### src/rtl/rfd_pkg.sv
// shared types, constants and codes for the rpc frame deframer
package rfd_pkg;

   // framing bytes and fixed overhead of a frame
   localparam logic [7:0]  START_BYTE  = 8'h02;
   localparam logic [7:0]  END_BYTE    = 8'h03;
   localparam logic [15:0] FIXED_BYTES = 16'd26;
   localparam logic [15:0] CKSUM_BYTES = 16'd4;

   // default length field width and queue depth
   localparam int LEN_BITS_DEF = 16;
   localparam int QUEUE_DEPTH  = 4;

   // configuration register reset values
   localparam logic [15:0] MAX_FRAME_LEN_RST  = 16'hFFFF;
   localparam logic [7:0]  MAX_REQ_ID_LEN_RST = 8'd50;
   localparam logic [15:0] MAX_NAME_LEN_RST   = 16'd512;
   localparam logic [15:0] MAX_INFO_LEN_RST   = 16'd512;

   // configuration register indexes
   typedef enum logic [1:0] {
      CSR_MAX_FRAME_LEN  = 2'd0,
      CSR_MAX_REQ_ID_LEN = 2'd1,
      CSR_MAX_NAME_LEN   = 2'd2,
      CSR_MAX_INFO_LEN   = 2'd3
   } csr_index_type;

   // result kinds
   typedef enum logic [2:0] {
      KIND_REQ_ID  = 3'd0,
      KIND_NAME    = 3'd1,
      KIND_INFO    = 3'd2,
      KIND_PAYLOAD = 3'd3,
      KIND_OK      = 3'd4,
      KIND_ERROR   = 3'd5
   } kind_type;

   // verdict status codes
   typedef enum logic [2:0] {
      ST_OK        = 3'd0,
      ST_BAD_LEN   = 3'd1,
      ST_EMPTY_ID  = 3'd2,
      ST_TOO_LONG  = 3'd3,
      ST_PAST_END  = 3'd4,
      ST_NO_END    = 3'd5
   } status_type;

   // parser phases
   typedef enum logic [3:0] {
      PH_HUNT    = 4'd0,
      PH_FLEN    = 4'd1,
      PH_RLEN    = 4'd2,
      PH_RID     = 4'd3,
      PH_NLEN    = 4'd4,
      PH_NAME    = 4'd5,
      PH_ECODE   = 4'd6,
      PH_ILEN    = 4'd7,
      PH_INFO    = 4'd8,
      PH_PAYLOAD = 4'd9,
      PH_CKSUM   = 4'd10,
      PH_END     = 4'd11
   } phase_type;

   // configuration limits
   typedef struct packed {
      logic [15:0] max_frame_len;
      logic [7:0]  max_req_id_len;
      logic [15:0] max_name_len;
      logic [15:0] max_info_len;
   } cfg_type;

   // classified byte in the queue between front and back
   typedef struct packed {
      logic [7:0] rx_byte;
      logic       is_start;
      logic       is_end;
   } qitem_type;

   // one result item
   typedef struct packed {
      kind_type           kind;
      logic [7:0]         data_byte;
      status_type         status;
      logic signed [31:0] error_code;
      logic [15:0]        frame_len;
      logic [15:0]        payload_len;
      logic               last;
   } rsp_type;

endpackage

### src/rtl/rfd_front.sv
// front end: accepts bytes, marks framing bytes and queues them for the parser
module rfd_front
   import rfd_pkg::*;
(
   input  logic      clock,
   input  logic      reset,
   input  logic      req_tvalid,
   output logic      req_tready,
   input  logic [7:0] req_tdata,   // [7:0] rx_byte
   output logic      q_valid,
   input  logic      q_ready,
   output qitem_type q_item
);

   localparam int PTR_BITS = $clog2(QUEUE_DEPTH);
   localparam int CNT_BITS = $clog2(QUEUE_DEPTH + 1);

   qitem_type               mem_ff [QUEUE_DEPTH];
   logic [PTR_BITS-1:0]     wr_ptr_ff, wr_ptr_in;
   logic [PTR_BITS-1:0]     rd_ptr_ff, rd_ptr_in;
   logic [CNT_BITS-1:0]     count_ff, count_in;
   logic                    push, pop;
   qitem_type               new_item;

   // classify the incoming byte
   always_comb begin
      new_item.rx_byte  = req_tdata;
      new_item.is_start = (req_tdata == START_BYTE);
      new_item.is_end   = (req_tdata == END_BYTE);
   end

   // queue handshakes and pointer updates
   always_comb begin
      req_tready = (count_ff != CNT_BITS'(QUEUE_DEPTH));
      q_valid    = (count_ff != '0);
      q_item     = mem_ff[rd_ptr_ff];
      push       = req_tvalid && req_tready;
      pop        = q_valid && q_ready;
      wr_ptr_in  = push ? PTR_BITS'(wr_ptr_ff + 1'b1) : wr_ptr_ff;
      rd_ptr_in  = pop ? PTR_BITS'(rd_ptr_ff + 1'b1) : rd_ptr_ff;
      count_in   = count_ff;
      if (push && !pop) begin
         count_in = CNT_BITS'(count_ff + 1'b1);
      end else if (pop && !push) begin
         count_in = CNT_BITS'(count_ff - 1'b1);
      end
   end

   // pointer and count registers
   always_ff @(posedge clock) begin
      if (reset) begin
         wr_ptr_ff <= '0;
         rd_ptr_ff <= '0;
         count_ff  <= '0;
      end else begin
         wr_ptr_ff <= wr_ptr_in;
         rd_ptr_ff <= rd_ptr_in;
         count_ff  <= count_in;
      end
   end

   // queue storage
   always_ff @(posedge clock) begin
      if (push) begin
         mem_ff[wr_ptr_ff] <= new_item;
      end
   end

endmodule

### src/rtl/rfd_parser.sv
// back end: frame parser state machine with registered result output
module rfd_parser
   import rfd_pkg::*;
#(
   parameter int LEN_BITS = LEN_BITS_DEF
)
(
   input  logic      clock,
   input  logic      reset,
   input  cfg_type   cfg,
   input  logic      q_valid,
   output logic      q_ready,
   input  qitem_type q_item,
   output logic      rsp_valid,
   input  logic      rsp_ready,
   output rsp_type   rsp
);

   localparam logic [31:0] LEN_MAX = 32'((64'd1 << LEN_BITS) - 64'd1);

   phase_type   phase_ff, phase_in;
   logic [1:0]  wcnt_ff, wcnt_in;
   logic [31:0] acc_ff, acc_in;
   logic [15:0] remain_ff, remain_in;
   logic [15:0] flen_ff, flen_in;
   // frame length minus fixed bytes minus text lengths taken so far
   logic [15:0] budget_ff, budget_in;
   logic [31:0] ecode_ff, ecode_in;
   logic        out_valid_ff, out_valid_in;
   rsp_type     out_ff;

   logic        pop;
   logic [7:0]  b;
   logic [31:0] word;
   logic        word_done;
   logic [31:0] text_limit;
   logic        text_too_long;
   logic        text_past_end;
   logic [15:0] budget_after;
   logic        res_valid;
   rsp_type     res;

   assign b    = q_item.rx_byte;
   assign word = {acc_ff[23:0], b};

   // limit that applies to the text length word of this phase
   always_comb begin
      case (phase_ff)
         PH_RLEN: text_limit = {24'd0, cfg.max_req_id_len};
         PH_NLEN: text_limit = {16'd0, cfg.max_name_len};
         PH_ILEN: text_limit = {16'd0, cfg.max_info_len};
         default: text_limit = '0;
      endcase
      text_too_long = (word > text_limit) || (word > LEN_MAX);
      text_past_end = (word > {16'd0, budget_ff});
      budget_after  = budget_ff - word[15:0];
   end

   // phase update and result selection for one byte
   always_comb begin
      q_ready   = !out_valid_ff || rsp_ready;
      pop       = q_valid && q_ready;
      phase_in  = phase_ff;
      wcnt_in   = wcnt_ff;
      acc_in    = acc_ff;
      remain_in = remain_ff;
      flen_in   = flen_ff;
      budget_in = budget_ff;
      ecode_in  = ecode_ff;
      word_done = 1'b1;
      res_valid = 1'b0;
      res       = '0;

      if (pop) begin
         // gather big-endian length and code words
         if (phase_ff == PH_FLEN || phase_ff == PH_RLEN || phase_ff == PH_NLEN ||
             phase_ff == PH_ECODE || phase_ff == PH_ILEN) begin
            if (wcnt_ff != 2'd3) begin
               wcnt_in   = wcnt_ff + 2'd1;
               acc_in    = word;
               word_done = 1'b0;
            end else begin
               wcnt_in = 2'd0;
               acc_in  = '0;
            end
         end

         case (phase_ff)
            PH_HUNT: begin
               if (q_item.is_start) begin
                  phase_in  = PH_FLEN;
                  wcnt_in   = 2'd0;
                  acc_in    = '0;
                  remain_in = '0;
                  flen_in   = '0;
                  budget_in = '0;
                  ecode_in  = '0;
               end
            end
            PH_FLEN: begin
               if (word_done) begin
                  if (word < {16'd0, FIXED_BYTES} || word > {16'd0, cfg.max_frame_len} ||
                      word > LEN_MAX) begin
                     phase_in       = PH_HUNT;
                     res_valid      = 1'b1;
                     res.kind       = KIND_ERROR;
                     res.status     = ST_BAD_LEN;
                     res.error_code = ecode_ff;
                     res.frame_len  = (word > 32'h0000_FFFF) ? 16'hFFFF : word[15:0];
                     res.last       = 1'b1;
                  end else begin
                     flen_in   = word[15:0];
                     budget_in = word[15:0] - FIXED_BYTES;
                     phase_in  = PH_RLEN;
                  end
               end
            end
            PH_RLEN, PH_NLEN, PH_ILEN: begin
               if (word_done) begin
                  if ((phase_ff == PH_RLEN && word == '0) || text_too_long ||
                      text_past_end) begin
                     phase_in       = PH_HUNT;
                     res_valid      = 1'b1;
                     res.kind       = KIND_ERROR;
                     res.error_code = ecode_ff;
                     res.frame_len  = flen_ff;
                     res.last       = 1'b1;
                     if (phase_ff == PH_RLEN && word == '0) begin
                        res.status = ST_EMPTY_ID;
                     end else if (text_too_long) begin
                        res.status = ST_TOO_LONG;
                     end else begin
                        res.status = ST_PAST_END;
                     end
                  end else begin
                     budget_in = budget_after;
                     remain_in = word[15:0];
                     case (phase_ff)
                        PH_RLEN: phase_in = PH_RID;
                        PH_NLEN: phase_in = (word == '0) ? PH_ECODE : PH_NAME;
                        default: begin
                           if (word != '0) begin
                              phase_in = PH_INFO;
                           end else if (budget_after == '0) begin
                              remain_in = CKSUM_BYTES;
                              phase_in  = PH_CKSUM;
                           end else begin
                              remain_in = budget_after;
                              phase_in  = PH_PAYLOAD;
                           end
                        end
                     endcase
                  end
               end
            end
            PH_ECODE: begin
               if (word_done) begin
                  ecode_in = word;
                  phase_in = PH_ILEN;
               end
            end
            PH_RID, PH_NAME, PH_INFO, PH_PAYLOAD: begin
               // content byte tagged by its section
               res_valid     = 1'b1;
               res.data_byte = b;
               remain_in     = remain_ff - 16'd1;
               case (phase_ff)
                  PH_RID:  res.kind = KIND_REQ_ID;
                  PH_NAME: res.kind = KIND_NAME;
                  PH_INFO: res.kind = KIND_INFO;
                  default: res.kind = KIND_PAYLOAD;
               endcase
               if (remain_ff == 16'd1) begin
                  case (phase_ff)
                     PH_RID:  phase_in = PH_NLEN;
                     PH_NAME: phase_in = PH_ECODE;
                     PH_INFO: begin
                        if (budget_ff == '0) begin
                           remain_in = CKSUM_BYTES;
                           phase_in  = PH_CKSUM;
                        end else begin
                           remain_in = budget_ff;
                           phase_in  = PH_PAYLOAD;
                        end
                     end
                     default: begin
                        remain_in = CKSUM_BYTES;
                        phase_in  = PH_CKSUM;
                     end
                  endcase
               end
            end
            PH_CKSUM: begin
               if (remain_ff <= 16'd1) begin
                  phase_in = PH_END;
               end else begin
                  remain_in = remain_ff - 16'd1;
               end
            end
            PH_END: begin
               phase_in       = PH_HUNT;
               res_valid      = 1'b1;
               res.error_code = ecode_ff;
               res.frame_len  = flen_ff;
               res.last       = 1'b1;
               if (!q_item.is_end) begin
                  res.kind   = KIND_ERROR;
                  res.status = ST_NO_END;
               end else begin
                  res.kind        = KIND_OK;
                  res.status      = ST_OK;
                  res.payload_len = budget_ff;
               end
            end
            default: begin
               phase_in = PH_HUNT;
            end
         endcase
      end

      out_valid_in = (out_valid_ff && !rsp_ready) || (pop && res_valid);
   end

   // control state
   always_ff @(posedge clock) begin
      if (reset) begin
         phase_ff     <= PH_HUNT;
         wcnt_ff      <= '0;
         acc_ff       <= '0;
         remain_ff    <= '0;
         flen_ff      <= '0;
         budget_ff    <= '0;
         ecode_ff     <= '0;
         out_valid_ff <= 1'b0;
      end else begin
         phase_ff     <= phase_in;
         wcnt_ff      <= wcnt_in;
         acc_ff       <= acc_in;
         remain_ff    <= remain_in;
         flen_ff      <= flen_in;
         budget_ff    <= budget_in;
         ecode_ff     <= ecode_in;
         out_valid_ff <= out_valid_in;
      end
   end

   // result register
   always_ff @(posedge clock) begin
      if (pop && res_valid) begin
         out_ff <= res;
      end
   end

   assign rsp_valid = out_valid_ff;
   assign rsp       = out_ff;

endmodule

### src/rtl/rpc_frame_deframer.sv
// top level of the rpc frame deframer: config registers, front queue and parser
//
// Receives a byte stream on req_* (one byte per item in req_tdata[7:0]) and
// hunts for start byte 0x02, then parses a length-prefixed frame. Each
// request id, name, info and payload byte leaves on rsp_* as one item tagged
// by rsp_tuser; header, checksum and framing bytes give no item. Each frame
// closes with one verdict item (ok or error) that has rsp_tlast high.
// Each item passes through the front queue and then the result register.
// Throughput: one byte per cycle while the receiver does not stall.
// The csr_* port writes the four length limits; write them only when idle.
// Reset (synchronous, active high) empties the queue, drops any partial frame,
// returns the parser to hunting and restores the default limits.
// When the receiver stalls, the result register holds its item, the parser
// stops and the four-entry queue absorbs bytes before req_tready drops.
module rpc_frame_deframer
   import rfd_pkg::*;
#(
   parameter int LEN_BITS = LEN_BITS_DEF
)
(
   input  logic        clock,
   input  logic        reset,
   input  logic        req_tvalid,
   output logic        req_tready,
   input  logic [7:0]  req_tdata,   // [7:0] rx_byte
   output logic        rsp_tvalid,
   input  logic        rsp_tready,
   output logic [79:0] rsp_tdata,   // data_byte, status, error_code, frame_len, payload_len
   output logic [2:0]  rsp_tuser,   // [2:0] kind
   output logic        rsp_tlast,
   input  logic        csr_we,
   input  logic [1:0]  csr_index,
   input  logic [15:0] csr_wdata
);

   cfg_type   cfg_ff;
   logic      q_valid;
   logic      q_ready;
   qitem_type q_item;
   rsp_type   rsp;

   // limit registers
   always_ff @(posedge clock) begin
      if (reset) begin
         cfg_ff.max_frame_len  <= MAX_FRAME_LEN_RST;
         cfg_ff.max_req_id_len <= MAX_REQ_ID_LEN_RST;
         cfg_ff.max_name_len   <= MAX_NAME_LEN_RST;
         cfg_ff.max_info_len   <= MAX_INFO_LEN_RST;
      end else if (csr_we) begin
         case (csr_index_type'(csr_index))
            CSR_MAX_FRAME_LEN:  cfg_ff.max_frame_len  <= csr_wdata;
            CSR_MAX_REQ_ID_LEN: cfg_ff.max_req_id_len <= csr_wdata[7:0];
            CSR_MAX_NAME_LEN:   cfg_ff.max_name_len   <= csr_wdata;
            CSR_MAX_INFO_LEN:   cfg_ff.max_info_len   <= csr_wdata;
            default: ;
         endcase
      end
   end

   rfd_front u_front (
      .clock      (clock),
      .reset      (reset),
      .req_tvalid (req_tvalid),
      .req_tready (req_tready),
      .req_tdata  (req_tdata),
      .q_valid    (q_valid),
      .q_ready    (q_ready),
      .q_item     (q_item)
   );

   rfd_parser #(
      .LEN_BITS (LEN_BITS)
   ) u_parser (
      .clock     (clock),
      .reset     (reset),
      .cfg       (cfg_ff),
      .q_valid   (q_valid),
      .q_ready   (q_ready),
      .q_item    (q_item),
      .rsp_valid (rsp_tvalid),
      .rsp_ready (rsp_tready),
      .rsp       (rsp)
   );

   // pack result fields, lowest bit first
   assign rsp_tdata = {5'd0, rsp.payload_len, rsp.frame_len, rsp.error_code,
                       rsp.status, rsp.data_byte};
   assign rsp_tuser = rsp.kind;
   assign rsp_tlast = rsp.last;

endmodule
### config.mk
export PLATFORM = sky130hd
export DESIGN_NAME = rpc_frame_deframer
export DESIGN_NICKNAME = d
export VERILOG_FILES = /design/src/rtl/rfd_pkg.sv /design/src/rtl/rfd_front.sv /design/src/rtl/rfd_parser.sv /design/src/rtl/rpc_frame_deframer.sv
export SDC_FILE = /design/constraint.sdc
export NUM_CORES = 1
export LEC_CHECK = 0
export BUFFER_PORTS_ARGS = -buffer_cell sky130_fd_sc_hd__clkbuf_2
export CORE_MARGIN = 2
export CORE_UTILIZATION = 45
export DETAILED_ROUTE_END_ITERATION = 12
export SLEW_MARGIN = 40
export SYNTH_ARGS = -nofsm -noshare
export SYNTH_HDL_FRONTEND = slang
export SYNTH_HIERARCHICAL = 1
export SYNTH_SLANG_ARGS = --single-unit
### constraint.sdc
create_clock -name clock -period 15.6 [get_ports clock]
set_clock_uncertainty 0.15 [all_clocks]
set_input_delay 0.78 -clock clock [delete_from_list [all_inputs] [get_ports clock]]
set_output_delay 0.78 -clock clock [all_outputs]
set_load 0.01 [all_outputs]
==> results of run 1 <==
## where the power goes
| part | switching [mW] | total (mW) | internal (mW) |
|---|---|---|---|
| combinational | 0.895 | 1.33 | 0.432 |
| sequential | 0.100 | 0.985 | 0.885 |
| clock | 0.328 | 0.784 | 0.456 |
## metrics by stage
step                total power [mW]  hold slack, ns
CTS                            3.076          0.3205
global placement               2.277          0.2953
finish                         3.097          0.3206
floorplan                      1.848          0.2775
global route                   3.257          0.3417
detailed placement             2.285          0.3122
## cells by family (layout without fill, tap and decap cells)
group | after synthesis | count (layout)
compound gates | 355 | 355
xor+xnor | 41 | 41
simple gates | 534 | 534
mux | 72 | 72
fa+ha+maj | 74 | 74
flops | 295 | 295
other cells | 1 | 5
buf+inv | 172 | 263
## flip-flops by register name (all words and copies together), names as in the netlist, named ones only
name / cells
u_front/count_ff: 3
u_front/mem_ff: 40
cfg_ff: 56
u_front/rd_ptr_ff: 2
u_parser/flen_ff: 16
u_parser/phase_ff: 4
u_parser/ecode_ff: 32
u_parser/wcnt_ff: 2
u_parser/remain_ff: 16
u_parser/rsp: 79
u_front/wr_ptr_ff: 2
u_parser/rsp_valid: 1
u_parser/budget_ff: 16
u_parser/acc_ff: 24
## metal layers
metal | track usage | vias up | part of all wire
li1 | - | 5745 | -
met1 | 0.3391 | 5761 | 0.44
met2 | 0.3839 | 492 | 0.45
met3 | 0.03471 | 99 | 0.072
met4 | 0.09341 | 0 | 0.037
met5 | 0 | - | 0
## final cells by class
cell class,count,area (um2)
Tap cell,442,553.0
Timing Repair Buffer,132,719.4
Clock buffer,41,949.7
Inverter,69,260.3
Fill cell,3045,15640
Sequential cell,295,7098
Clock inverter,21,172.7
Multi-Input combinational cell,1081,7306
## cells in the final DEF (no fill, tap or decap), drive strengths merged, types with 5 or more instances in the layout
cell type  count
dfxtp        176
nor2         152
clkbuf       151
edfxtp       119
a21oi        109
nand2        101
ha            72
inv           67
o21ai         67
nand2b        65
mux2i         61
a22oi         48
nor3          44
and2          41
nor4          35
or3           24
buf           22
xnor2         21
xor2          20
nand4         17
clkinv        16
a222oi        13
nand3b        13
nand3         13
o221ai        12
a21o          11
o211a         11
mux4          10
a2bb2oi       10
a31oi         10
a211oi        10
o21a           7
nor2b          7
clkinvlp       6
conb           5
o211ai         5
or4            5
and3           5
## synthesized netlist by cell type (8+ instances only)
master       n  share of area
xor2_1      20          0.012
a211oi_1     8         0.0040
nand3_1     12         0.0040
edfxtp_1   119           0.24
mux4_2      10          0.015
nor4_1      34          0.014
xnor2_1     21          0.012
nand3b_1    12         0.0060
o21ai_1     16         0.0053
inv_1       68          0.017
o221ai_1    12         0.0070
a31oi_1     10         0.0042
ha_1        72          0.060
mux2i_1     61          0.041
buf_2        8         0.0027
nand2b_1    64          0.027
a21oi_1    109          0.036
a22oi_1     48          0.024
nand2_1    101          0.025
o211a_1     11         0.0073
a2bb2oi_1   10         0.0058
a21o_1      11         0.0055
or3_1       23         0.0096
nor2_1     151          0.038
and2_1      41          0.017
nor3_1      44          0.015
nand4_1     17         0.0071
a222oi_1    13         0.0086
o21ai_0     51          0.017
clkbuf_1    76          0.019
dfxtp_1    176           0.23
## worst min-delay path, stage by stage (launching register included)
cell and delay, ns:
dfxtp_1 0.32, nand2_1 0.05, a21oi_1 0.05
## how the worst max path moves through the flow
stage	from	endpoint	slack, ns	cells past startpoint
2_1_floorplan	u_parser/phase_ff[0]	u_parser/rsp[0]	9.78	16
3_3_place_gp	u_parser/phase_ff[0]	u_parser/rsp[35]	9.60	15
3_5_place_dp	u_parser/phase_ff[0]	u_parser/rsp[33]	9.63	15
4_1_cts	u_parser/phase_ff[0]	u_parser/rsp[36]	9.64	15
5_1_grt	u_parser/phase_ff[1]	u_parser/rsp[19]	9.38	15
6_report	u_parser/phase_ff[1]	u_parser/rsp[17]	9.95	15
==> metrics.md, run 1 <==
| Metric | Value |
|---|---|
| First-pass GRT wire length | 66.86 mm |
| Die Span Y | 186.9 um |
| I/O Pins | 117 |
| Vias in the first global route | 11530 |
| Worst Setup Start Kind | flip-flop |
| Post-Layout Cell Count | 2081 |
| Setup_tns | 0 ns |
| Fin crit share | 0.3623 |
| Grt total ovfl | 0 |
| Final core occ | 0.5217 |
| Clock H-tree levels | 2 |
| Nets | 1718 |
| Xor/xnor share of the synthesized area | 0.02386 |
| Root buf cell | clkbuf_16 |
| HP Start | u_parser/wcnt_ff[1] |
| Synthesized area | 15050 um2 |
| Post-synth ARST share | 0 |
| Core area | 32700 um2 |
| Number of DRC markers in iteration 0 | 1117 |
| Total wire length | 43.41 mm |
| Post-synth top flop | dfxtp_1 |
| Clk sink count | 295 |
| Placed cell count | 2019 |
| GPL Wtd Cong | 0.9171 |
| Dpl cell area | 15930 um2 |
| Setup Viol. Count Final | 0 |
| Worst hold endpoint | u_parser/wcnt_ff[1] |
| RSZ-0062 raised after global routing | no |
| R2r endpoint | u_parser/rsp[17] |
| Synth Area in Compound Gates | 0.1574 |
| Overall Global Routing Usage | 0.2432 |
| Post-synth EDFFs | 119 |
| Via/cell ratio | 5.813 |
| Post-Synth Simple-Gate Area | 0.1810 |
| Crit-path slowest cell | dfxtp_1 |
| Layout cell share with drive strength beyond 1 | 0.1397 |
| Post-route cell area | 17060 um2 |
| RR Startpoint | u_parser/phase_ff[1] |
| Post-cts resize count | 0 |
| #FFs+latches synth | 295 |
| DIE WIDTH | 186.9 um |
| Crit path buf inv count | 3 |
| Top delay family on crit path | compound AO/OA/AOI/OAI gates |
| Crit-path max FO | 70 |
| Status | complete, no violations |
| Total clock buffers created by CTS | 34 |
| Die area | 34920 um2 |
| Largest family of logic cells by synthesized area | simple AND/OR/NAND/NOR gates |
| Setup ws final | 9.948 ns |
| Hold-fix buffers, CTS | 0 |
| Fmax | 176.9 MHz |
| Port bufs | 111 |
| Register area share after synthesis | 0.4715 |
| Remaining DRCs | 0 |
| Mux contribution to synthesized area | 0.05653 |
| Worst Reg-to-Reg Cells | 15 |
| Clock Tree Buf Depth | 3 |
| Area Overhead vs Synth | 13.34% |
| Fin crit period | 5.652 ns |
| Wire per inst | 20.86 um |
| Max-cap viol count | 0 |
| Max_slew headroom | 0.4295 |
| Adder-cell area share of the yosys netlist | 0.06252 |
| Site Rows | 66 |
| Post-Syn Instances | 1544 |
| Worst Path Arrival | 5.65 ns |
| Syn Area/Cell | 9.748 um2 |
| Slowest stage delay, CP | 0.79 ns |
| Final-report max-slew violation count | 0 |
| DR vias | 12100 |
| Synth unique cells | 82 |
| Pwr dens | 181.5 nW/um2 |
| Post-DP HPWL | 30.15 mm |
| CP Capture Type | flip-flop |
| Hold Path Cell Cnt | 2 |
| Number of diodes | 0 |
| Clk Latency, worst-skew pair | 0.52 ns |
| Crit-path cells | nand2_1, nor2_2, a222oi_1, ha_1, nor2b_1, o211ai_1, a2111o_1, a31oi_1, nand2b_4, o21ai_0, a31oi_2, buf_4, nor2_1, clkinv_2, buf_6 |
| Kind of critical path | flip-flop to flip-flop |
| Starting density of the core | 0.4602 |
| Initial antenna violation count | 0 |
| Worst R2R Setup Slack | 9.95 ns |
| Final Hold Fails | 0 |
| Post-CTS setup buffer count | 0 |
| Lkg Pwr | 6.698 nW |
| Worst slew pin tran | 0.8546 ns |
| Ys Warns | 6 |
| Largest net degree at the start of global routing | 79 |
| Clock transition at the registers of the reported paths | 0.06 ns |
| Placement Setup Slack | 9.633 ns |
| Class of the worst hold path | flip-flop to flip-flop |
| Critical Path RT | 15.60 ns |
| Max VDD drop | 0.08763 mV |
| CTS tree | built |
| Pre-antenna DRT Iters | 8 |
| Remaining antenna violation count | 0 |
(Power assumes the default switching activity.)
==> run 2, diff against run 1 <==
ABC_AREA = 1   (was not set)
clock period = 5.7 ns   (was 15.6 ns; I/O delays follow)
==> metrics.md, run 2 <==
| Metric | Value |
|---|---|
| Status | complete, no violations |
| Final Hold Fails | 0 |
| Clk sink count | 295 |
| I/O Pins | 117 |
| Pwr dens | 477.7 nW/um2 |
| GRT busiest layer | met2 |
| Crit-path max FO | 23 |
| #FFs+latches synth | 295 |
| Fmax | 211.7 MHz |
| Pre-antenna DRT Iters | 7 |
| Remaining DRCs | 0 |
| Post-CTS setup buffer count | 0 |
| Commonest non-fill, non-tap cell in the layout | nand2_1 |
| Class of the worst hold path | input port to flip-flop |
| Max-cap viol count | 0 |
| Wire per inst | 17.68 um |
| Worst slew pin tran | 0.8586 ns |
| Lkg Pwr | 7.909 nW |
| Post-DP HPWL | 32.93 mm |
| Post-synth top flop | dfxtp_1 |
| Register area share after synthesis | 0.4489 |
| Synth top area cells | edfxtp_1 23%, dfxtp_1 22%, nand2_1 11% |
| Max VDD drop | 0.2438 mV |
| Commonest cells after routing, fill and taps aside | 458 x nand2_1, 283 x nor2_1, 251 x inv_1 |
| Placed cell count | 2565 |
| Fin crit share | 0.8287 |
| Total clock buffers created by CTS | 34 |
| Post-synth EDFFs | 119 |
| Nets | 2277 |
| Number of DRC markers in iteration 0 | 1492 |
| P_sw | 3.836 mW |
| Initial antenna violation count | 0 |
| Post-synth top area share | 0.2260 |
| CP Capture Type | flip-flop |
| GPL Wtd Cong | 0.9554 |
| Worst Setup Start Kind | flip-flop |
| Port bufs | 111 |
| Die Span Y | 191.4 um |
| Total wire length | 46.91 mm |
| Flop pwr share | 0.303 |
| Starting density of the core | 0.4577 |
| Clock H-tree levels | 2 |
| Overall Global Routing Usage | 0.2563 |
| Synthesized area | 15810 um2 |
| Tot Pwr | 8.680 mW |
| Clock share of power | 0.264 |
| Worst Path Arrival | 4.77 ns |
| Post-synth ARST share | 0 |
| Clk Latency, worst-skew pair | 0.54 ns |
| Final-report max-slew violation count | 0 |
| First-pass GRT wire length | 73.35 mm |
| CTS tree | built |
| RSZ-0062 raised after global routing | no |
| Setup_tns | 0 ns |
| M3 GR Usage | 0.03819 |
| Site Rows | 68 |
| Remaining antenna violation count | 0 |
| Yosys top cell by area | edfxtp_1 |
| Core area | 34540 um2 |
| Post-Syn Instances | 2068 |
| Vias in the first global route | 13040 |
| Clock transition at the registers of the reported paths | 0.06 ns |
| DR vias | 14200 |
| Crit path buf inv count | 6 |
| Slowest stage delay, CP | 0.47 ns |
| Area Overhead vs Synth | 14.94% |
| Max_slew headroom | 0.4268 |
| Synth unique cells | 53 |
| Number of diodes | 0 |
| Grt total ovfl | 0 |
| Ys Warns | 6 |
| Die area | 36650 um2 |
| Met1 Use GR | 0.3691 |
| Synth cell count leaders | 460 x nand2_1, 288 x nor2_1, 253 x inv_1, 176 x dfxtp_1, 148 x a21oi_1 |
| Layout cell share with drive strength beyond 1 | 0.1119 |
| Worst path most repeated cell | nand2_1 |
| Met2 usage | 0.3950 |
| Largest register FFs | 79 |
| Crit-path cells | inv_1, buf_4, o21ai_0, o22ai_2, inv_1, ha_1, inv_1, a21oi_1, o21ai_0, nand2_1, o211ai_1, nand2_1, nand2_1, nand2_1, nand2_1, nand3_1, nand4_1, nand2_1, clkinv_2, buf_4 |
| Root buf cell | clkbuf_16 |
| Via/cell ratio | 5.352 |
| DIE WIDTH | 191.4 um |
| Post-Layout Cell Count | 2653 |
| Placement Setup Slack | 1.068 ns |
| Syn Area/Cell | 7.645 um2 |
| Sw frac | 0.4419 |
| Crit-path slowest cell | nand3_1 |
| Critical Path RT | 5.75 ns |
| Top delay family on crit path | buffers and inverters |
| Largest net degree at the start of global routing | 57 |
| Kind of critical path | flip-flop to flip-flop |
| Clock Tree Buf Depth | 3 |
| Logic pwr share | 0.433 |
| Fin crit period | 4.724 ns |
| Count leader, synth | nand2_1 |
| Setup Viol. Count Final | 0 |
| Setup ws final | 0.9764 ns |
| P_int | 4.845 mW |
==> run 2: cell types whose count changed in the layout (fill, tap and decap cells not counted), sizes merged, moves of 39 or more <==
cell and delta:
and2 -39, a21oi +40, nor2 +146, nand2 +371, nand2b -65, inv +197
mux2i -61, a22oi -48, nand3 +120
==> run 2: repair_timing <==
| item | in CTS | in global routing |
|---|---|---|
| hold buffers | 26 | 0 |
| resized for setup | 0 | 0 |
| endpoints found under the setup margin | 0 | 0 |
| hold endpoints to repair | 90 | 0 |
==> run 2: metrics by stage <==
stage               utilization  hold WS [ns]  instance area, um2
floorplan                     -        0.2041               15830
global placement         0.4828        0.2899               16680
detailed placement       0.4838        0.2948               16710
CTS                      0.5258     0.0009888               18160
global route             0.5261       0.03722               18170
finish                   0.5261       0.01504               18170
==> run 2: power groups by stage <==
| stage | clock network [mW] | logic, mW | registers [mW] |
|---|---|---|---|
| 6_report | 2.29 | 3.76 | 2.63 |
| 2_1_floorplan | 0 | 2.56 | 2.61 |
| 5_1_grt | 2.42 | 4.15 | 2.65 |
| 4_1_cts | 2.35 | 3.69 | 2.62 |
| 3_5_place_dp | 0 | 3.66 | 2.67 |
| 3_3_place_gp | 0 | 3.62 | 2.66 |
==> run 2: cells by family after synthesis <==
family                     Yosys count  share of synthesized area
and+or+nand+nor                    966                     0.2578
buffers and inverters              362                    0.09283
AOI/OAI and AO/OA                  355                     0.1325
DFF                                295                     0.4489
adders and majority gates           74                    0.05951
xor gates and xnor gates            15                   0.008310
other                                1                  0.0002372
==> run 2: metal layers <==
metal | wire [um] | share of wire
met5 | 0 | 0
met4 | 1300 | 0.028
met3 | 3392 | 0.072
met2 | 20430 | 0.44
met1 | 21790 | 0.46
==> run 2: layout make-up <==
type,count,area (um2)
Tap cell,455,569.3
Clock inverter,18,250.2
Inverter,265,996.0
Multi-Input combinational cell,1415,7312
Fill cell,3335,16370
Timing Repair Buffer,161,1008
Clock buffer,44,939.7
Sequential cell,295,7097
==> run 2: worst reg2reg max path, stage by stage, from the launching register on <==
cell,delay (ns)
dfxtp_1,0.43
inv_1,0.25
buf_4,0.22
o21ai_0,0.13
o22ai_2,0.42
inv_1,0.31
ha_1,0.27
inv_1,0.05
a21oi_1,0.05
o21ai_0,0.14
nand2_1,0.06
o211ai_1,0.08
nand2_1,0.07
nand2_1,0.06
nand2_1,0.08
nand2_1,0.13
nand3_1,0.47
nand4_1,0.22
nand2_1,0.12
clkinv_2,0.30
buf_4,0.39
==> run 2: worst paths after layout <==
path	end	startpoint	depth (start not counted)	slack, ns
setup / recovery	u_parser/rsp[63]	flip-flop	20	0.98
hold / removal	cfg_ff[25]	csr_index[1]	3	0.02
setup reg to reg	u_parser/rsp[63]	flip-flop	20	0.98
hold reg to reg	cfg_ff[55]	cfg_ff[55]	2	0.30
